### config.mk
export PLATFORM = sky130hd
export DESIGN_NAME = riff_wave_stream_parser_flat
export DESIGN_NICKNAME = d
export VERILOG_FILES = /design/src/rtl/rwsp_pkg.sv /design/src/rtl/rwsp_if.sv /design/src/rtl/rwsp_core.sv /design/src/rtl/riff_wave_stream_parser.sv /design/src/flat_wrapper.sv
export SDC_FILE = /design/constraint.sdc
export NUM_CORES = 1
export LEC_CHECK = 0
export BUFFER_PORTS_ARGS = -buffer_cell sky130_fd_sc_hd__buf_2
export CAP_MARGIN = 20
export CORE_MARGIN = 2
export CORE_UTILIZATION = 42
export DETAILED_ROUTE_END_ITERATION = 16
export SYNTH_ARGS = -nofsm -noshare
export SYNTH_HDL_FRONTEND = slang
export SYNTH_SLANG_ARGS = --single-unit
### constraint.sdc
create_clock -name clock -period 24.1 [get_ports clock]
set_input_delay 1.205 -clock clock [delete_from_list [all_inputs] [get_ports clock]]
set_output_delay 1.205 -clock clock [all_outputs]
set_load 0.05 [all_outputs]
### src/rtl/rwsp_pkg.sv
// ----------------------------------------------------------------------------
// RIFF/WAVE stream parser package
// Payload types, result and error codes, and tag constants that are shared by
// the channel interfaces, the parser core and the top level.
// ----------------------------------------------------------------------------
package rwsp_pkg;

   // Four-character tags, as they assemble from little-endian bytes.
   localparam logic [31:0] TAG_RIFF = 32'h4646_4952;
   localparam logic [31:0] TAG_WAVE = 32'h4556_4157;
   localparam logic [31:0] TAG_FMT  = 32'h2074_6D66;
   localparam logic [31:0] TAG_DATA = 32'h6174_6164;

   localparam logic [31:0] FMT_BYTES  = 32'd16;
   localparam logic [31:0] HDR_BYTES  = 32'd8;
   localparam logic [31:0] FORM_BYTES = 32'd4;

   localparam logic [15:0] CHANNELS_MONO   = 16'd1;
   localparam logic [15:0] CHANNELS_STEREO = 16'd2;
   localparam logic [15:0] BITS_8          = 16'd8;
   localparam logic [15:0] BITS_16         = 16'd16;

   // Result kinds.
   localparam logic [1:0] KIND_AUDIO  = 2'd0;
   localparam logic [1:0] KIND_FORMAT = 2'd1;
   localparam logic [1:0] KIND_DONE   = 2'd2;
   localparam logic [1:0] KIND_ERROR  = 2'd3;

   // Error codes.
   localparam logic [2:0] ERR_TRUNCATED = 3'd0;
   localparam logic [2:0] ERR_NO_RIFF   = 3'd1;
   localparam logic [2:0] ERR_NO_WAVE   = 3'd2;
   localparam logic [2:0] ERR_FMT_SHORT = 3'd3;
   localparam logic [2:0] ERR_NO_FMT    = 3'd4;
   localparam logic [2:0] ERR_CHANNELS  = 3'd5;
   localparam logic [2:0] ERR_BITS      = 3'd6;
   localparam logic [2:0] ERR_NO_DATA   = 3'd7;

   typedef struct packed {
      logic [7:0] in_byte;
      logic       stream_end;
   } req_payload_type;

   typedef struct packed {
      logic [1:0]  kind;
      logic [7:0]  audio_byte;
      logic        last_audio;
      logic [2:0]  error_code;
      logic [15:0] format_tag;
      logic [1:0]  channel_count;
      logic [4:0]  sample_bits;
      logic [31:0] sample_rate;
      logic [31:0] avg_byte_rate;
      logic [15:0] block_align;
   } rsp_payload_type;

   // Places a byte into a little-endian word; position zero starts a new word.
   function automatic logic [31:0] put_byte(input logic [31:0] word,
                                            input logic [1:0]  pos,
                                            input logic [7:0]  value);
      logic [31:0] result;
      result = word | ({24'd0, value} << {pos, 3'b000});
      if (pos == 2'd0) begin
         result = {24'd0, value};
      end
      return result;
   endfunction

endpackage

### src/rtl/rwsp_if.sv
// ----------------------------------------------------------------------------
// RIFF/WAVE stream parser channels
// Valid/ready channels for input bytes and for parser results.
// ----------------------------------------------------------------------------
interface rwsp_req_if import rwsp_pkg::*; ();
   logic            valid;
   logic            ready;
   req_payload_type payload;

   modport source (output valid, output payload, input ready);
   modport sink (input valid, input payload, output ready);
endinterface

interface rwsp_rsp_if import rwsp_pkg::*; ();
   logic            valid;
   logic            ready;
   rsp_payload_type payload;

   modport source (output valid, output payload, input ready);
   modport sink (input valid, input payload, output ready);
endinterface

### src/rtl/rwsp_core.sv
// ----------------------------------------------------------------------------
// RIFF/WAVE stream parser core
// Holds the parse state and works out the state update and the result of one
// accepted byte combinationally.
// ----------------------------------------------------------------------------
module rwsp_core import rwsp_pkg::*; (
   input  logic            clock,
   input  logic            reset,
   input  logic            accept,
   input  req_payload_type item,
   output rsp_payload_type result,
   output logic            result_valid
);

   typedef enum logic [3:0] {
      PH_RIFF_ID,
      PH_RIFF_SIZE,
      PH_FORM,
      PH_HEADER,
      PH_FMT,
      PH_SKIP,
      PH_DATA,
      PH_DONE,
      PH_ERROR
   } phase_type;

   phase_type   phase_ff, phase_in;
   logic [4:0]  field_count_ff, field_count_in;
   logic [31:0] riff_remaining_ff, riff_remaining_in;
   logic [31:0] chunk_tag_ff, chunk_tag_in;
   logic [31:0] chunk_length_ff, chunk_length_in;
   logic [31:0] chunk_remaining_ff, chunk_remaining_in;
   logic [31:0] payload_remaining_ff, payload_remaining_in;
   logic [15:0] held_format_tag_ff, held_format_tag_in;
   logic [15:0] held_channels_ff, held_channels_in;
   logic [31:0] held_rate_ff, held_rate_in;
   logic [31:0] held_byte_rate_ff, held_byte_rate_in;
   logic [15:0] held_align_ff, held_align_in;
   logic [15:0] held_bits_ff, held_bits_in;
   logic        fmt_seen_ff, fmt_seen_in;
   logic        data_seen_ff, data_seen_in;

   logic [4:0]  k;
   logic [7:0]  b;
   logic [31:0] tag_new;
   logic [31:0] hdr_length;
   logic [31:0] body_left;
   logic [31:0] aligned;
   logic        fits;
   logic [31:0] eff;
   logic [31:0] pay;
   logic [31:0] pay_clamped;
   logic [31:0] form_left;
   logic [31:0] chunk_dec;

   always_comb begin
      k          = field_count_ff;
      b          = item.in_byte;
      tag_new    = put_byte(chunk_tag_ff, k[1:0], b);
      hdr_length = put_byte(chunk_length_ff, k[1:0], b);
      body_left  = riff_remaining_ff - HDR_BYTES;
      aligned    = hdr_length + {31'd0, hdr_length[0] && (hdr_length != '1)};
      // The body count stays even, so comparing the raw length is enough.
      fits       = hdr_length < body_left;
      eff        = fits ? aligned : body_left;
      pay        = (held_bits_ff == BITS_16) ? {hdr_length[31:1], 1'b0} : hdr_length;
      pay_clamped = (pay < body_left) ? pay : body_left;
      form_left  = riff_remaining_ff - FORM_BYTES;
      chunk_dec  = (chunk_remaining_ff != 32'd0) ? chunk_remaining_ff - 32'd1
                                                 : chunk_remaining_ff;
   end

   always_comb begin
      phase_in             = phase_ff;
      field_count_in       = field_count_ff;
      riff_remaining_in    = riff_remaining_ff;
      chunk_tag_in         = chunk_tag_ff;
      chunk_length_in      = chunk_length_ff;
      chunk_remaining_in   = chunk_remaining_ff;
      payload_remaining_in = payload_remaining_ff;
      held_format_tag_in   = held_format_tag_ff;
      held_channels_in     = held_channels_ff;
      held_rate_in         = held_rate_ff;
      held_byte_rate_in    = held_byte_rate_ff;
      held_align_in        = held_align_ff;
      held_bits_in         = held_bits_ff;
      fmt_seen_in          = fmt_seen_ff;
      data_seen_in         = data_seen_ff;
      result               = '0;
      result_valid         = 1'b0;

      if (phase_ff == PH_DONE || phase_ff == PH_ERROR) begin
         // Finished: every later item is swallowed.
      end else if (phase_ff == PH_HEADER && k == 5'd0 && riff_remaining_ff == 32'd0) begin
         result_valid = 1'b1;
         if (data_seen_ff) begin
            phase_in    = PH_DONE;
            result.kind = KIND_DONE;
         end else begin
            phase_in          = PH_ERROR;
            result.kind       = KIND_ERROR;
            result.error_code = ERR_NO_DATA;
         end
      end else if ((phase_ff == PH_HEADER && k == 5'd0 && riff_remaining_ff < HDR_BYTES)
                   || item.stream_end) begin
         phase_in          = PH_ERROR;
         result_valid      = 1'b1;
         result.kind       = KIND_ERROR;
         result.error_code = ERR_TRUNCATED;
      end else begin
         case (phase_ff)
            PH_RIFF_ID: begin
               chunk_tag_in   = tag_new;
               field_count_in = k + 5'd1;
               if (k == 5'd3) begin
                  field_count_in = 5'd0;
                  if (tag_new != TAG_RIFF) begin
                     phase_in          = PH_ERROR;
                     result_valid      = 1'b1;
                     result.kind       = KIND_ERROR;
                     result.error_code = ERR_NO_RIFF;
                  end else begin
                     phase_in = PH_RIFF_SIZE;
                  end
               end
            end
            PH_RIFF_SIZE: begin
               riff_remaining_in = put_byte(riff_remaining_ff, k[1:0], b);
               field_count_in    = k + 5'd1;
               if (k == 5'd3) begin
                  field_count_in = 5'd0;
                  phase_in       = PH_FORM;
               end
            end
            PH_FORM: begin
               chunk_tag_in   = tag_new;
               field_count_in = k + 5'd1;
               if (k == 5'd3) begin
                  field_count_in = 5'd0;
                  if (tag_new != TAG_WAVE) begin
                     phase_in          = PH_ERROR;
                     result_valid      = 1'b1;
                     result.kind       = KIND_ERROR;
                     result.error_code = ERR_NO_WAVE;
                  end else begin
                     // Drop the form tag from the body and round up to even.
                     riff_remaining_in = (riff_remaining_ff < FORM_BYTES) ? 32'd0
                                         : form_left + {31'd0, form_left[0]};
                     phase_in = PH_HEADER;
                  end
               end
            end
            PH_HEADER: begin
               if (k < 5'd4) begin
                  chunk_tag_in = tag_new;
               end else begin
                  chunk_length_in = hdr_length;
               end
               field_count_in = k + 5'd1;
               if (k == 5'd7) begin
                  riff_remaining_in  = body_left - eff;
                  chunk_remaining_in = eff;
                  field_count_in     = 5'd0;
                  if (chunk_tag_ff == TAG_FMT) begin
                     if (hdr_length < FMT_BYTES) begin
                        phase_in          = PH_ERROR;
                        result_valid      = 1'b1;
                        result.kind       = KIND_ERROR;
                        result.error_code = ERR_FMT_SHORT;
                     end else if (eff < FMT_BYTES) begin
                        phase_in          = PH_ERROR;
                        result_valid      = 1'b1;
                        result.kind       = KIND_ERROR;
                        result.error_code = ERR_TRUNCATED;
                     end else begin
                        phase_in = PH_FMT;
                     end
                  end else if (chunk_tag_ff == TAG_DATA) begin
                     result_valid = 1'b1;
                     if (!fmt_seen_ff) begin
                        phase_in          = PH_ERROR;
                        result.kind       = KIND_ERROR;
                        result.error_code = ERR_NO_FMT;
                     end else if (held_channels_ff != CHANNELS_MONO
                                  && held_channels_ff != CHANNELS_STEREO) begin
                        phase_in          = PH_ERROR;
                        result.kind       = KIND_ERROR;
                        result.error_code = ERR_CHANNELS;
                     end else if (held_bits_ff != BITS_8 && held_bits_ff != BITS_16) begin
                        phase_in          = PH_ERROR;
                        result.kind       = KIND_ERROR;
                        result.error_code = ERR_BITS;
                     end else begin
                        payload_remaining_in = pay_clamped;
                        data_seen_in         = 1'b1;
                        phase_in             = (eff == 32'd0) ? PH_HEADER : PH_DATA;
                        result.kind          = KIND_FORMAT;
                        result.format_tag    = held_format_tag_ff;
                        result.channel_count = held_channels_ff[1:0];
                        result.sample_bits   = held_bits_ff[4:0];
                        result.sample_rate   = held_rate_ff;
                        result.avg_byte_rate = held_byte_rate_ff;
                        result.block_align   = held_align_ff;
                     end
                  end else begin
                     phase_in = (eff == 32'd0) ? PH_HEADER : PH_SKIP;
                  end
               end
            end
            PH_FMT: begin
               if (k < 5'd2) begin
                  held_format_tag_in = 16'(put_byte({16'd0, held_format_tag_ff}, k[1:0], b));
               end else if (k < 5'd4) begin
                  held_channels_in = 16'(put_byte({16'd0, held_channels_ff}, {1'b0, k[0]}, b));
               end else if (k < 5'd8) begin
                  held_rate_in = put_byte(held_rate_ff, k[1:0], b);
               end else if (k < 5'd12) begin
                  held_byte_rate_in = put_byte(held_byte_rate_ff, k[1:0], b);
               end else if (k < 5'd14) begin
                  held_align_in = 16'(put_byte({16'd0, held_align_ff}, {1'b0, k[0]}, b));
               end else begin
                  held_bits_in = 16'(put_byte({16'd0, held_bits_ff}, {1'b0, k[0]}, b));
               end
               chunk_remaining_in = chunk_remaining_ff - 32'd1;
               field_count_in     = k + 5'd1;
               if (k >= 5'd15) begin
                  // Any fmt bytes past the fixed fields are skipped.
                  fmt_seen_in    = 1'b1;
                  field_count_in = 5'd0;
                  phase_in = (chunk_remaining_ff == 32'd1) ? PH_HEADER : PH_SKIP;
               end
            end
            PH_SKIP: begin
               chunk_remaining_in = chunk_dec;
               field_count_in     = 5'd0;
               if (chunk_dec == 32'd0) begin
                  phase_in = PH_HEADER;
               end
            end
            PH_DATA: begin
               chunk_remaining_in = chunk_dec;
               field_count_in     = 5'd0;
               if (chunk_dec == 32'd0) begin
                  phase_in = PH_HEADER;
               end
               // Pad and odd trailing bytes fall through without a result.
               if (payload_remaining_ff != 32'd0) begin
                  result_valid         = 1'b1;
                  result.kind          = KIND_AUDIO;
                  result.audio_byte    = b;
                  result.last_audio    = (payload_remaining_ff == 32'd1);
                  payload_remaining_in = payload_remaining_ff - 32'd1;
               end
            end
            default: begin
               phase_in          = PH_ERROR;
               result_valid      = 1'b1;
               result.kind       = KIND_ERROR;
               result.error_code = ERR_TRUNCATED;
            end
         endcase
      end
   end

   always_ff @(posedge clock) begin
      if (reset) begin
         phase_ff             <= PH_RIFF_ID;
         field_count_ff       <= '0;
         riff_remaining_ff    <= '0;
         chunk_tag_ff         <= '0;
         chunk_length_ff      <= '0;
         chunk_remaining_ff   <= '0;
         payload_remaining_ff <= '0;
         held_format_tag_ff   <= '0;
         held_channels_ff     <= '0;
         held_rate_ff         <= '0;
         held_byte_rate_ff    <= '0;
         held_align_ff        <= '0;
         held_bits_ff         <= '0;
         fmt_seen_ff          <= 1'b0;
         data_seen_ff         <= 1'b0;
      end else if (accept) begin
         phase_ff             <= phase_in;
         field_count_ff       <= field_count_in;
         riff_remaining_ff    <= riff_remaining_in;
         chunk_tag_ff         <= chunk_tag_in;
         chunk_length_ff      <= chunk_length_in;
         chunk_remaining_ff   <= chunk_remaining_in;
         payload_remaining_ff <= payload_remaining_in;
         held_format_tag_ff   <= held_format_tag_in;
         held_channels_ff     <= held_channels_in;
         held_rate_ff         <= held_rate_in;
         held_byte_rate_ff    <= held_byte_rate_in;
         held_align_ff        <= held_align_in;
         held_bits_ff         <= held_bits_in;
         fmt_seen_ff          <= fmt_seen_in;
         data_seen_ff         <= data_seen_in;
      end
   end

endmodule

### src/rtl/riff_wave_stream_parser.sv
// ----------------------------------------------------------------------------
// RIFF/WAVE stream parser
// Parses a WAV byte stream: checks the RIFF/WAVE header, walks the chunks,
// captures the fmt fields, reports the format and passes data bytes through.
//
//   channel      role    payload
//   req_stream   sink    in_byte, stream_end
//   rsp_stream   source  kind, audio_byte, last_audio, error_code, format fields
//
// One byte is accepted per cycle; its result, if any, shows on rsp_stream in
// the next cycle from the output register. The parse state updates in the
// accepting cycle. Reset clears the parse state and the output valid. Input
// stalls whenever a result waits in the output register and rsp_stream is not
// ready, even when the next item would give no result.
// ----------------------------------------------------------------------------
module riff_wave_stream_parser import rwsp_pkg::*; (
   input  logic       clock,
   input  logic       reset,
   rwsp_req_if.sink   req_stream,
   rwsp_rsp_if.source rsp_stream
);

   logic            accept;
   rsp_payload_type result;
   logic            result_valid;
   logic            rsp_valid_ff, rsp_valid_in;
   rsp_payload_type rsp_payload_ff;

   assign req_stream.ready = !rsp_valid_ff || rsp_stream.ready;
   assign accept           = req_stream.valid && req_stream.ready;

   rwsp_core u_core (
      .clock        (clock),
      .reset        (reset),
      .accept       (accept),
      .item         (req_stream.payload),
      .result       (result),
      .result_valid (result_valid)
   );

   always_comb begin
      rsp_valid_in = rsp_valid_ff;
      if (accept) begin
         rsp_valid_in = result_valid;
      end else if (rsp_stream.ready) begin
         rsp_valid_in = 1'b0;
      end
   end

   always_ff @(posedge clock) begin
      if (reset) begin
         rsp_valid_ff <= 1'b0;
      end else begin
         rsp_valid_ff <= rsp_valid_in;
      end
      if (accept && result_valid) begin
         rsp_payload_ff <= result;
      end
   end

   assign rsp_stream.valid   = rsp_valid_ff;
   assign rsp_stream.payload = rsp_payload_ff;

endmodule

### src/flat_wrapper.sv
// flat-port wrapper written by rule: the top's interface ports become plain ports
module riff_wave_stream_parser_flat import rwsp_pkg::*;
  (clock, reset, req_stream_valid, req_stream_payload, req_stream_ready, rsp_stream_valid, rsp_stream_payload, rsp_stream_ready);
  rwsp_req_if req_stream_i ();
  rwsp_rsp_if rsp_stream_i ();
  input  logic clock;
  input  logic reset;
  input wire logic [$bits(req_stream_i.valid)-1:0] req_stream_valid;
  input wire logic [$bits(req_stream_i.payload)-1:0] req_stream_payload;
  output wire logic [$bits(req_stream_i.ready)-1:0] req_stream_ready;
  output wire logic [$bits(rsp_stream_i.valid)-1:0] rsp_stream_valid;
  output wire logic [$bits(rsp_stream_i.payload)-1:0] rsp_stream_payload;
  input wire logic [$bits(rsp_stream_i.ready)-1:0] rsp_stream_ready;
  assign req_stream_i.valid = req_stream_valid;
  assign req_stream_i.payload = req_stream_payload;
  assign req_stream_ready = req_stream_i.ready;
  assign rsp_stream_valid = rsp_stream_i.valid;
  assign rsp_stream_payload = rsp_stream_i.payload;
  assign rsp_stream_i.ready = rsp_stream_ready;
  riff_wave_stream_parser u_core (.clock(clock), .reset(reset), .req_stream(req_stream_i), .rsp_stream(rsp_stream_i));
endmodule
## Word-level counts from Yosys, hierarchy flattened

Cells that the tools add are included.

| word-level totals | value |
|---|---|
| register bits | 417 |
| memories | 0 |
| bits in writable memories | 0 |
| bits in read-only memories | 0 |
| output and inout bits | 119 |
| bits in latches | 0 |
| word-level logic and storage cells | 266 |

| operators by class | value |
|---|---|
| $add $sub $neg | 8 |
| div/mod/pow operators | 0 |
| equality and inequality tests | 38 |
| multiply operators | 0 |
| mux-type cells | 107 |
| shifts and indexed selects | 2 |
| magnitude comparators | 12 |
| reductions and logical operators | 47 |
| bitwise gates (word level) | 26 |

Operator list:

| kind | count |
|---|---|
| 32-bit 2-to-1 mux | 21 |
| 103-bit 2-to-1 mux | 4 |
| 106-bit 2-to-1 mux | 2 |
| 32-bit case mux with 3 select lines | 2 |
| 32-bit bitwise OR | 5 |
| 32-bit case mux with 2 select lines | 2 |
| 32-bit logical NOT | 3 |
| 4-bit 2-to-1 mux | 18 |
| 32-bit by 1-bit adder with 32-bit output | 2 |
| 32-bit by 1-bit == test with 1-bit output (second input constant) | 2 |
| 32-bit less-than comparator | 2 |
| 32-bit by 5-bit less-than comparator with 1-bit output (second input constant) | 2 |
| 16-bit 2-to-1 mux | 4 |
| 32-bit by 31-bit != test with 1-bit output (second input constant) | 2 |
| 16-bit bitwise OR | 4 |
| 32-bit nonzero test | 2 |
| 32-bit by 1-bit subtractor with 32-bit output (second input constant) | 2 |
| 2-bit 2-to-1 mux | 17 |
| 32-bit by 30-bit == test with 1-bit output (second input constant) | 1 |
| 32-bit by 31-bit == test with 1-bit output (second input constant) | 1 |
| 32-bit by 3-bit less-than comparator with 1-bit output (second input constant) | 1 |
| 32-bit by 4-bit less-than comparator with 1-bit output (second input constant) | 1 |
| 32-bit != test (second input constant) | 1 |
| 8-bit by 5-bit << shifter with 32-bit output | 1 |
| 54 further kinds | 138 |

## Depth between registers and ports, before layout

Gate-level depths: netlist (run 1).

| depth | value |
|---|---|
| depth in word-level cells | 18 |
| mapped depth | 45 |
| gate-level depth less buffers | 38 |

## Hierarchy

From an unflattened synthesis (run 1), not the netlist that was laid out.

| unflattened totals | value |
|---|---|
| cell total of the unflattened synthesis | 3072 |
| area, all modules | 24907.6 µm² |

Modules (own cells, without submodules):

| module | seq. area each (µm²) | instances | cells each | area each (µm²) |
|---|---|---|---|---|
| rwsp_core | 5985.7 | 1 | 2949 | 21326.7 |
| riff_wave_stream_parser | 3533.4 | 1 | 123 | 3580.9 |

## Worst setup path before layout (run 1)

No wires, ideal clock.

| timing path | value |
|---|---|
| kind | reg2reg |
| start point | reg u_core.u_core.field_count_ff[1] |
| end point | reg u_core.rsp_payload_ff (netlist bit u_core.rsp_stream.payload[0]), enable pin |
| clock period less this slack | 8249 ps |
| setup time | 470 ps |
| data arrival time | 7779 ps |
| buffers on the path | 7 |
| data required time | 23630 ps |
| path slack | 15851 ps |
| cell stages (with the launch flop) | 29 |
| path through | dfxtp_1 buf_4 buf_4 clkbuf_1 clkbuf_1 inv_1 ha_1 buf_4 inv_2 buf_2 o221ai_1 nor4_2 and4_1 buf_6 and2_1 nor2_1 ha_1 nor4b_4 nand3_1 xor2_1 nand3_1 or4_1 mux2i_1 nand4_1 nor4_4 nor4_1 o21ai_0 o21ai_0 inv_1 |

| between the ends | value |
|---|---|
| cells in the longest elaborated chain, start to end | 17 |

RTL lines:

| element | line | RTL |
|---|---|---|
| start, declared | rwsp_core.sv:28 | `logic [4:0] field_count_ff, field_count_in;` |
| start signal, assigned | rwsp_core.sv:284 | `field_count_ff <= field_count_in;` |
| 8-bit by 5-bit << shifter with 32-bit output | rwsp_pkg.sv:62 | `result = word \| ({24'd0, value} << {pos, 3'b000});` |
| 32-bit bitwise OR | rwsp_pkg.sv:62 |  |
| 32-bit 2-to-1 mux | rwsp_pkg.sv:63 | `if (pos == 2'd0) begin` |
| 32-bit != test | rwsp_core.sv:62 | `aligned = hdr_length + {31'd0, hdr_length[0] && (hdr_length != '1)};` |
| 1-bit logical AND | rwsp_core.sv:62 |  |
| 32-bit by 1-bit adder with 32-bit output | rwsp_core.sv:62 |  |
| 32-bit 2-to-1 mux | rwsp_core.sv:65 | `eff = fits ? aligned : body_left;` |
| 32-bit by 5-bit less-than comparator with 1-bit output | rwsp_core.sv:170 | `end else if (eff < FMT_BYTES) begin` |
| 1-bit 2-to-1 mux | rwsp_core.sv:170 |  |
| 1-bit 2-to-1 mux | rwsp_core.sv:165 | `if (hdr_length < FMT_BYTES) begin` |
| 1-bit 2-to-1 mux | rwsp_core.sv:164 | `if (chunk_tag_ff == TAG_FMT) begin` |
| 1-bit 2-to-1 mux | rwsp_core.sv:160 | `if (k == 5'd7) begin` |
| 1-bit case mux with 5 select lines | rwsp_core.sv:111 | `case (phase_ff)` |
| 1-bit 2-to-1 mux | rwsp_core.sv:104 | `end else if ((phase_ff == PH_HEADER && k == 5'd0 && riff_remaining_ff < HDR_BYTES)` |
| 1-bit 2-to-1 mux * | rwsp_core.sv:94 | `end else if (phase_ff == PH_HEADER && k == 5'd0 && riff_remaining_ff == 32'd0) begin` |
| 1-bit 2-to-1 mux * | rwsp_core.sv:92 | `if (phase_ff == PH_DONE \|\| phase_ff == PH_ERROR) begin` |
| 1-bit logical AND * | riff_wave_stream_parser.sv:56 | `if (accept && result_valid) begin` |
| end signal, assigned | riff_wave_stream_parser.sv:57 | `rsp_payload_ff <= result;` |
| end, declared | riff_wave_stream_parser.sv:27 | `rsp_payload_type rsp_payload_ff;` |

Mark *: on every way between the ends. The rest lies on a longest branch, timed or not.
A chain may end at the register's enable or synchronous reset.

## Worst setup path after layout (run 1)

| timing path | value |
|---|---|
| start point | reg u_core.u_core.riff_remaining_ff[3] |
| end point | reg u_core.u_core.riff_remaining_ff[20] |

| between the ends | value |
|---|---|
| cells in the longest elaborated chain, start to end | 6 |

RTL lines:

| element | line | RTL |
|---|---|---|
| start, declared | rwsp_core.sv:29 | `logic [31:0] riff_remaining_ff, riff_remaining_in;` |
| start signal, assigned | rwsp_core.sv:285 | `riff_remaining_ff <= riff_remaining_in;` |
| 32-bit by 4-bit subtractor with 32-bit output / 32-bit by 3-bit subtractor with 32-bit output (equally long branches) | rwsp_core.sv:61, rwsp_core.sv:68 |  |
| 32-bit less-than comparator / 32-bit by 1-bit adder with 32-bit output (equally long branches) | rwsp_core.sv:64, rwsp_core.sv:148 |  |
| 32-bit 2-to-1 mux (on tied branches) | rwsp_core.sv:65, rwsp_core.sv:147 |  |
| 32-bit subtractor / 32-bit 2-to-1 mux (equally long branches) | rwsp_core.sv:161, rwsp_core.sv:140 |  |
| 32-bit 2-to-1 mux (on tied branches) | rwsp_core.sv:160, rwsp_core.sv:138 |  |
| 32-bit case mux with 3 select lines | rwsp_core.sv:111 |  |

Parallel ways exist; a longest one is shown, timed or not. The select of a mux whose other input is x is not followed.

==> impl_metrics.csv, run 1 <==
group,metric,value,unit
floorplanning,design.core.area,0.0590,sq mm
logic_synthesis,yosysWarningCount,0,
routing,route.detailed.drc,0,
grt,antenna_found_initial,1,
critical_path,crit_required,24640,ps
power_and_ir_drop,max-vdd-ir-drop,0.0623,mV
logic_synthesis,ys_ff_latch,417,
timing,fin_crit_sh,0.402,
floorplanning,io_pins,132,
logic_synthesis,synth_common_cells,"438 x nor2_1, 300 x dfxtp_1, 283 x a21oi_1",
clock_network,cts_resized,0,
timing,setup_violations,0,
clock_network,clk_pin_slew,60,ps
logic_synthesis,yosysTopAreaCell,"dfxtp_1",
power_and_ir_drop,p_leak,10.5,nW
critical_path,endpoint_kind,"register",
routing,via_per_inst,6.03,
power_and_ir_drop,power_density,75.0,mW/mm^2
grt,grt_max_degree,101,
critical_path,setup.worst_path.class,"register to register",
critical_path,r2r-end,"u_core.u_core.riff_remaining_ff[20]$_SDFFE_PP0P_",
routing,antenna_left,0,
clock_network,h-tree-depth,2,
grt,grt_overflow,0,
floorplanning,dieArea,0.0617,sq mm
timing,tns,0,ps
clock_network,post_cts_buffers,0,
logic_synthesis,seq_area_frac_synth,0.379,
clock_network,cts_tree,"yes",
timing,finalMaxSlewViolations,0,
worst_hold_path,min_path_type,"register to register",
logic_synthesis,netlist_area,0.0251,sq mm
clock_network,clkSinkCount,417,
flow_run,maxCapViolations,0,
critical_path,regToRegSetupSlack,14410,ps
worst_hold_path,min_from,"u_core.u_core.chunk_length_ff[24]$_SDFFE_PP0P_",
logic_synthesis,synth_most_common_cell,"nor2_1",
logic_synthesis,synthCells,3059,
floorplanning,rows,89,
final_layout,final_util,0.473,
critical_path,cpMostUsedCell,"o21a_1",
logic_synthesis,synth_top_flop_cell,"dfxtp_1",
critical_path,slowest_delay,760,ps
grt,grt_pass1_vias,22200,
final_layout,nets,3151,
timing,fin_worst_skew,40.3,ps
timing,maxSlewHeadroom,0.253,
timing,rsz0062_at_grt,"no",
final_layout,antenna_cells,0,
grt,grt_pass1_wl,137000,um
clock_network,cts_root_buffer,"clkbuf_16",
routing,drt_iter0_markers,2208,
worst_hold_path,min_to,"u_core.u_core.chunk_length_ff[24]$_SDFFE_PP0P_",
grt,track_usage,0.281,
critical_path,timing.rr.start,"u_core.u_core.riff_remaining_ff[3]$_SDFFE_PP0P_",
clock_network,cts_made_buffers,46,
final_layout,drive_above_1_share,0.119,
logic_synthesis,avgSynthCellArea,8.20,sq um
critical_path,slowest_stage,"o21bai_2",
final_layout,areaGrowthSynthToFinish,11.3,%
clock_network,clock_path_buffers,3,
status,status,"finished, final reports clean",
routing,num_vias,23500,
place,gp_congestion,0.986,
critical_path,crit_fanout,17,
routing,routedWlPerCell,23.2,um
floorplanning,start_util,0.425,
floorplanning,die_y,248,um
routing,drt_first_pass_iters,7,
logic_synthesis,synth_async_sr_flop_share,0,
clock_network,hold_buffers,0,
timing,final_hold_viol_count,0,
logic_synthesis,yosysTopAreaCellShare,0.239,
timing,min_period,9690,ps
critical_path,reg2reg_depth,33,
timing,timing.fmax,103,MHz
logic_synthesis,netlist_top_cells_area,"dfxtp_1 24%, edfxtp_1 14%, nor2_1 6.6%, a21oi_1 5.6%, nand2_1 3.6%",
worst_hold_path,whs_path_depth,2,
routing,finalWirelength,90300,um
clock_network,clkLatencyLatePin,620,ps
critical_path,start_kind,"register",
place,dpl.hpwl,65300,um
place,portBuffers,131,
logic_synthesis,synth_cell_types,116,
floorplanning,die_w,248,um
critical_path,cp.arrival,10220,ps
logic_synthesis,synth_edf_count,117,
timing,tightest_slew,1120,ps
## layout make-up
cell class	count	area, sq um
clock buffers	51	1220
fillers	5772	31100
multi-input cells	2344	14400
well taps	773	967
inverters	77	292
clock inverters	35	394
flip-flops and latches	417	9520
repair buffers	191	1130
## placed cells by master (no fill, tap or decap), drive strengths merged, types with 9 or more instances in the layout
cell	n
nand4	35
nor3b	17
a21oi	286
o22ai	30
or4	16
nand2	244
o211ai	12
a21o	13
mux2i	34
and3	21
nor2b	16
edfxtp	117
xnor2	97
nor4	69
inv	80
xor2	63
o21a	23
a21boi	9
a31oi	39
and3b	17
o221ai	27
o32ai	11
a211oi	46
o21ai	180
clkbuf	51
a32oi	29
nand3	53
or2	14
dfxtp	300
ha	60
a22oi	54
clkinvlp	9
nand2b	35
buf	191
nor3	98
clkinv	17
and2	129
nor2	444
or3	20
## layer usage
layer  GRT usage  up-vias  part of all wire
met3      0.0424      163             0.072
li1            -    11000                 -
met2       0.450      987              0.45
met4       0.107        2             0.039
met1       0.383    11300              0.43
met5           0        -           0.00017
## how the worst max path moves through the flow
stage	depth (start not counted)	slack [ps]	start	endpoint
final	33	14410	u_core.u_core.riff_remaining_ff[3]$_SDFFE_PP0P_	u_core.u_core.riff_remaining_ff[20]$_SDFFE_PP0P_
after global routing	36	13870	u_core.u_core.riff_remaining_ff[3]$_SDFFE_PP0P_	u_core.u_core.riff_remaining_ff[20]$_SDFFE_PP0P_
after CTS	34	14640	u_core.u_core.riff_remaining_ff[3]$_SDFFE_PP0P_	u_core.u_core.riff_remaining_ff[21]$_SDFFE_PP0P_
after detailed placement	34	14660	u_core.u_core.riff_remaining_ff[3]$_SDFFE_PP0P_	u_core.u_core.riff_remaining_ff[21]$_SDFFE_PP0P_
after global placement	33	14880	u_core.u_core.riff_remaining_ff[3]$_SDFFE_PP0P_	u_core.u_core.riff_remaining_ff[20]$_SDFFE_PP0P_
after floorplan	28	15850	u_core.u_core.field_count_ff[1]$_SDFFE_PP0P_	u_core.rsp_stream.payload[0]$_SDFFCE_PP0P_
## critical path: cells and delay by family, from the launching register on
| family | cells | cell delay (ps) |
|---|---|---|
| buffers and inverters | 2 | 550 |
| flip-flops | 1 | 400 |
| XOR/XNOR | 2 | 840 |
| AO/OA/AOI/OAI | 18 | 4900 |
| adder cells (fa/ha/maj) | 3 | 1000 |
| AND/OR/NAND/NOR | 8 | 1920 |
## logic make-up after synthesis
| kind of cell | Yosys count | synth area share |
|---|---|---|
| xor+xnor | 164 | 0.0607 |
| buf+inv | 300 | 0.0496 |
| mux | 37 | 0.0149 |
| compound gates | 817 | 0.207 |
| simple gates | 1254 | 0.254 |
| fa+ha+maj | 69 | 0.0341 |
| flops | 417 | 0.379 |
| other cells | 1 | 0.000149 |
## where the power goes
part / internal [W] / switching, W / leakage, nW / total [W]
sequential: 0.000749 / 0.0000161 / 3.57 / 0.000765
combinational: 0.000169 / 0.000406 / 6.14 / 0.000575
clock: 0.000435 / 0.000321 / 0.769 / 0.000756
## through the flow
stage | instances | setup slack (ps) | instance area (sq um) | hold WS, ps | power [W]
3_3_place_gp | 3800 | 14880 | 26300 | 438 | 0.00134
5_1_grt | 3888 | 13870 | 27900 | 481 | 0.00218
6_report | 3888 | 14410 | 27900 | 457 | 0.00210
4_1_cts | 3887 | 14640 | 27900 | 455 | 0.00210
2_1_floorplan | 3061 | 15850 | 25100 | 428 | 0.00119
3_5_place_dp | 3801 | 14660 | 26300 | 446 | 0.00134
## flip-flops by register name (all words and copies together) (netlist names), named ones only
signal / count
u_core.u_core.held_bits_ff: 8
u_core.u_core.fmt_seen_ff: 1
u_core.u_core.chunk_remaining_ff: 32
u_core.u_core.held_format_tag_ff: 16
u_core.u_core.held_align_ff: 8
u_core.rsp_stream.payload: 117
u_core.rsp_stream.valid: 1
u_core.u_core.chunk_length_ff: 32
u_core.u_core.chunk_tag_ff: 32
u_core.u_core.payload_remaining_ff: 32
u_core.u_core.riff_remaining_ff: 32
u_core.u_core.data_seen_ff: 1
u_core.u_core.held_channels_ff: 8
u_core.u_core.held_byte_rate_ff: 32
u_core.u_core.field_count_ff: 5
u_core.u_core.held_rate_ff: 32
u_core.u_core.phase_ff: 4
Note: power is estimated with default switching activity, not from simulation.
==> run 2: changes to the inputs <==
==> constraint.sdc (replaced) <==
create_clock -name clock -period 8.5 [get_ports clock]
set_input_delay 0.425 -clock clock [delete_from_list [all_inputs] [get_ports clock]]
set_output_delay 0.425 -clock clock [all_outputs]
set_load 0.05 [all_outputs]
==> impl_metrics.csv, run 2 (synthesis gave the netlist of run 1 again) <==
group,metric,value,unit
timing,maxSlewHeadroom,0.214,
final_layout,nets,3221,
routing,drt_iter0_markers,2409,
final_layout,antenna_cells,0,
critical_path,crit_required,9010,ps
critical_path,cp.arrival,8490,ps
critical_path,critPathBufInv,4,
status,status,"finished, final reports clean",
floorplanning,die_y,248,um
clock_network,post_cts_buffers,0,
critical_path,endpoint_kind,"register",
floorplanning,rows,89,
routing,finalWirelength,91900,um
clock_network,hold_buffers,0,
grt,antenna_found_initial,0,
flow_run,maxCapViolations,0,
clock_network,cts_made_buffers,48,
routing,route.detailed.drc,0,
place,dp_slack,469,ps
place,placed_cell_area,0.0268,sq mm
critical_path,slowest_delay,400,ps
timing,tightest_slew,1170,ps
place,dp_cells,3870,
floorplanning,start_util,0.425,
power_and_ir_drop,comb_power_share,0.276,
power_and_ir_drop,power.switching,0.00212,W
power_and_ir_drop,intPower,0.00407,W
final_layout,areaGrowthSynthToFinish,14.0,%
floorplanning,dieArea,0.0617,sq mm
clock_network,clk_pin_slew,60,ps
critical_path,slowest_stage,"fa_1",
clock_network,clkLatencyLatePin,620,ps
power_and_ir_drop,p_seq_frac,0.350,
critical_path,start_kind,"register",
timing,fin_crit_sh,0.939,
final_layout,final_common_cell,"nor2_1",
critical_path,crit_family,"compound AO/OA/AOI/OAI gates",
critical_path,crit_fanout,6,
routing,drt_first_pass_iters,5,
floorplanning,design.core.area,0.0590,sq mm
timing,timing.fmax,125,MHz
timing,setup_slack,518,ps
clock_network,cts_tree,"yes",
grt,grt_overflow,0,
final_layout,mostFrequentLayoutCells,"436 x nor2_1, 300 x dfxtp_1, 280 x a21oi_1",
power_and_ir_drop,pwr-share-clk,0.374,
worst_hold_path,min_path_type,"input port to register",
final_layout,finalInstanceArea,0.0286,sq mm
clock_network,h-tree-depth,2,
final_layout,final_cells,3959,
power_and_ir_drop,swShare,0.342,
power_and_ir_drop,p_leak,10.9,nW
timing,setup_violations,0,
routing,via_per_inst,6.08,
power_and_ir_drop,max-vdd-ir-drop,0.187,mV
floorplanning,die_w,248,um
grt,grt_max_degree,101,
timing,fin_worst_skew,39.8,ps
place,portBuffers,131,
timing,final_hold_viol_count,0,
clock_network,clock_path_buffers,3,
place,dpl.hpwl,67000,um
power_and_ir_drop,power_density,216,mW/mm^2
clock_network,clkSinkCount,417,
routing,routedWlPerCell,23.2,um
timing,min_period,7980,ps
timing,tns,0,ps
clock_network,cts_root_buffer,"clkbuf_16",
place,gp_congestion,1.00,
final_layout,largest_reg_flops,117,
critical_path,setup.worst_path.class,"register to register",
routing,antenna_left,0,
grt,grt_pass1_wl,139000,um
routing,num_vias,24100,
grt,grt_pass1_vias,22800,
timing,finalMaxSlewViolations,0,
final_layout,drive_above_1_share,0.139,
grt,track_usage,0.287,
final_layout,final_util,0.485,
floorplanning,io_pins,132,
## run 2: changes by cell type in the layout (fill, tap and decap cells not counted), moves of 2 or more
cell / before / now
clkinvlp_4: 9 / 5
clkbuf_8: 3 / 8
clkbuf_16: 47 / 51
clkinv_2: 9 / 5
clkbuf_1: 1 / 6
clkinv_1: 6 / 2
buf_4: 59 / 127
bufinv_16: 6 / 8
## run 2: layout make-up
class	instances	area, sq um
clock buffers	65	1410
clock inverters	24	368
fillers	5722	30400
inverters	77	292
multi-input cells	2344	14400
flip-flops and latches	417	9520
well taps	773	967
repair buffers	259	1640
## run 2: path summary, 6_finish.rpt
kind,depth (start not counted),slack [ps],start,end
worst min-delay path,3,180,rsp_stream_ready,u_core.rsp_stream.valid$_SDFFE_PP0P_
worst max register to register,37,520,u_core.u_core.riff_remaining_ff[3]$_SDFFE_PP0P_,u_core.u_core.riff_remaining_ff[30]$_SDFFE_PP0P_
worst min register to register,2,460,u_core.u_core.chunk_length_ff[24]$_SDFFE_PP0P_,u_core.u_core.chunk_length_ff[24]$_SDFFE_PP0P_
worst max-delay path,37,520,u_core.u_core.riff_remaining_ff[3]$_SDFFE_PP0P_,u_core.u_core.riff_remaining_ff[30]$_SDFFE_PP0P_
## run 2: repair_timing
item,4_1_cts,5_1_grt
hold endpoints to repair,0,0
resized for setup,0,4
endpoints found under the setup margin,0,6
## run 2: metrics by stage
step	power [W]	hold WS, ps
after global placement	0.00387	438
after global routing	0.00642	203
after detailed placement	0.00387	443
after CTS	0.00618	168
after floorplan	0.00336	428
final	0.00619	181
## run 2: routing by layer
layer | part of all wire | GRT usage | vias up
met5 | 0 | 0 | -
met4 | 0.051 | 0.139 | 0
met3 | 0.086 | 0.0557 | 219
met2 | 0.44 | 0.447 | 1122
met1 | 0.42 | 0.383 | 11600
li1 | - | - | 11200
## run 2: worst register-to-register path: cells and delay by family, from the launching register on
| family | cells | cell delay (ps) |
|---|---|---|
| adder cells (fa/ha/maj) | 4 | 1110 |
| AND/OR/NAND/NOR | 13 | 2220 |
| flip-flops | 1 | 390 |
| AO/OA/AOI/OAI | 14 | 3190 |
| multiplexers | 1 | 230 |
| buffers and inverters | 4 | 420 |
| XOR/XNOR | 1 | 300 |
## run 2: power by group through the flow
| stage | clock network (W) | logic (W) | registers, W |
|---|---|---|---|
| global placement | 0 | 0.00166 | 0.00221 |
| floorplan | 0 | 0.000974 | 0.00239 |
| global route | 0.00243 | 0.00182 | 0.00217 |
| finish | 0.00232 | 0.00171 | 0.00217 |
| detailed placement | 0 | 0.00166 | 0.00221 |
| CTS | 0.00235 | 0.00167 | 0.00217 |
==> run 3: changes to the inputs <==
--- a/config.mk
+++ b/config.mk
@@ -10,6 +10,7 @@
 export CORE_MARGIN = 2
 export CORE_UTILIZATION = 42
 export DETAILED_ROUTE_END_ITERATION = 16
+export PLACE_DENSITY = 0.66
 export SYNTH_ARGS = -nofsm -noshare
 export SYNTH_HDL_FRONTEND = slang
 export SYNTH_SLANG_ARGS = --single-unit
==> constraint.sdc (replaced) <==
create_clock -name clock -period 8.48 [get_ports clock]
set_input_delay 0.424 -clock clock [delete_from_list [all_inputs] [get_ports clock]]
set_output_delay 0.424 -clock clock [all_outputs]
set_load 0.05 [all_outputs]
==> impl_metrics.csv, run 3 (synthesis gave the netlist of run 1 again) <==
group,metric,value,unit
final_layout,final_cells,3939,
floorplanning,rows,89,
final_layout,antenna_cells,0,
routing,routedWlPerCell,22.0,um
timing,maxSlewHeadroom,0.278,
critical_path,slowest_stage,"xor2_1",
routing,drt_iter0_markers,2660,
routing,via_per_inst,6.01,
timing,fin_crit_sh,0.940,
power_and_ir_drop,power_density,209,mW/mm^2
timing,tightest_slew,1080,ps
final_layout,mostFrequentLayoutCells,"437 x nor2_1, 300 x dfxtp_1, 278 x a21oi_1",
critical_path,regToRegSetupSlack,510,ps
grt,grt_overflow,0,
power_and_ir_drop,max-vdd-ir-drop,0.222,mV
final_layout,finalInstanceArea,0.0283,sq mm
grt,track_usage,0.268,
routing,dr.max_layer_used,"met5",
place,dp_slack,269,ps
timing,timing.fmax,125,MHz
critical_path,cp.arrival,8480,ps
critical_path,crit_start,"u_core.u_core.riff_remaining_ff[3]$_SDFFE_PP0P_",
clock_network,hold_buffers,0,
clock_network,clk_pin_slew,60,ps
critical_path,slowest_delay,510,ps
timing,final_hold_viol_count,0,
routing,antenna_left,0,
final_layout,nets,3202,
timing,fin_worst_skew,36.5,ps
routing,wl_met1,36600,um
final_layout,final_common_cell,"nor2_1",
critical_path,timing.rr.start,"u_core.u_core.riff_remaining_ff[3]$_SDFFE_PP0P_",
place,dp_cells,3852,
clock_network,clock_path_buffers,3,
floorplanning,die_w,248,um
routing,finalWirelength,86500,um
grt,antenna_found_initial,3,
clock_network,clkSinkCount,417,
clock_network,h-tree-depth,2,
routing,num_vias,23700,
timing,setup_violations,0,
final_layout,fill_cells,5749,
clock_network,cts_made_buffers,47,
final_layout,final_util,0.480,
status,status,"finished, final reports clean",
final_layout,drive_above_1_share,0.132,
floorplanning,die_y,248,um
critical_path,crit_fanout,8,
timing,setup_slack,506,ps
floorplanning,io_pins,132,
grt,grt_pass1_vias,21500,
grt,grt_pass1_wl,131000,um
power_and_ir_drop,p_leak,10.7,nW
critical_path,setup.worst_path.class,"register to register",
flow_run,maxCapViolations,0,
worst_hold_path,min_path_type,"input port to register",
critical_path,endpoint_kind,"register",
clock_network,cts_root_buffer,"clkbuf_16",
floorplanning,design.core.area,0.0590,sq mm
critical_path,crit_required,8990,ps
timing,min_period,7970,ps
routing,wl_met2,37900,um
critical_path,crit_end,"u_core.u_core.riff_remaining_ff[30]$_SDFFE_PP0P_",
place,placed_cell_area,0.0267,sq mm
timing,tns,0,ps
place,gp_congestion,1.01,
clock_network,cts_tree,"yes",
place,dpl.hpwl,62700,um
final_layout,areaGrowthSynthToFinish,12.8,%
routing,met3_length,7690,um
routing,route.detailed.drc,0,
critical_path,r2r-end,"u_core.u_core.riff_remaining_ff[30]$_SDFFE_PP0P_",
place,portBuffers,131,
routing,drt_first_pass_iters,8,
grt,grt_max_degree,101,
clock_network,clkLatencyLatePin,610,ps
critical_path,start_kind,"register",
timing,rsz0062_at_grt,"no",
timing,finalMaxSlewViolations,0,
floorplanning,dieArea,0.0617,sq mm
critical_path,cpMostUsedCell,"inv_1",
final_layout,seq_area,0.00952,sq mm
critical_path,reg2reg_depth,36,
final_layout,multi_input_area,0.0144,sq mm
floorplanning,start_util,0.425,
final_layout,largest_reg_flops,117,
run 3: changes by cell type in the layout (fill, tap and decap cells not counted), sizes merged:
cell / previous run / this run
buf: 259 / 241
clkinv: 9 / 19
clkbuf: 65 / 60
clkinvlp: 5 / 1
bufinv: 8 / 5
run 3: routing by layer:
| metal | vias to the layer above | track usage |
|---|---|---|
| met3 | 220 | 0.0493 |
| met5 | - | 0 |
| met2 | 1132 | 0.411 |
| met4 | 6 | 0.126 |
| li1 | 11100 | - |
| met1 | 11200 | 0.365 |
run 3: worst min-delay path by stage:
stage                     cells past startpoint                                                to                                              from  slack, ps
after floorplan                               2  u_core.u_core.held_byte_rate_ff[28]$_SDFFE_PP0P_  u_core.u_core.held_byte_rate_ff[28]$_SDFFE_PP0P_        430
final                                         3              u_core.rsp_stream.valid$_SDFFE_PP0P_                                  rsp_stream_ready        190
after global placement                        2  u_core.u_core.held_byte_rate_ff[29]$_SDFFE_PP0P_  u_core.u_core.held_byte_rate_ff[29]$_SDFFE_PP0P_        440
after CTS                                     3              u_core.rsp_stream.valid$_SDFFE_PP0P_                                  rsp_stream_ready        170
after global routing                          3              u_core.rsp_stream.valid$_SDFFE_PP0P_                                  rsp_stream_ready        210
after detailed placement                      2     u_core.u_core.chunk_length_ff[1]$_SDFFE_PP0P_     u_core.u_core.chunk_length_ff[1]$_SDFFE_PP0P_        440
run 3: stage by stage:
stage / power [W] / hold WS [ps]
floorplan: 0.00337 / 428
global placement: 0.00383 / 437
detailed placement: 0.00383 / 445
CTS: 0.00591 / 171
global route: 0.00615 / 212
finish: 0.00593 / 190
run 3: critical path: cells and delay by family (launching register included):
family                     cells  cell delay (ps)
muxes                          1              230
AOI/OAI and AO/OA             19             3910
buffers and inverters          5              750
xor gates and xnor gates       1              510
DFF                            1              390
and+or+nand+nor                6              920
adders and majority gates      4             1140
run 3: final cells by class:
type	count	area share
sequential	417	0.336
tap	773	0.0342
inverter	77	0.0103
multi-input combinational	2344	0.510
timing repair buffer	241	0.0531
clock buffer	60	0.0451
clock inverter	27	0.0107
run 3: timing repair:
| action | CTS | global route |
|---|---|---|
| hold endpoints to repair | 0 | 0 |
| resized for setup | 0 | 6 |
| endpoints found under the setup margin | 0 | 12 |
| buffers inserted | 0 | 0 |
run 3: power breakdown:
group / internal, W / switching (W)
Clock: 0.00122 / 0.000869
Combinational: 0.000519 / 0.00115
Sequential: 0.00213 / 0.0000388
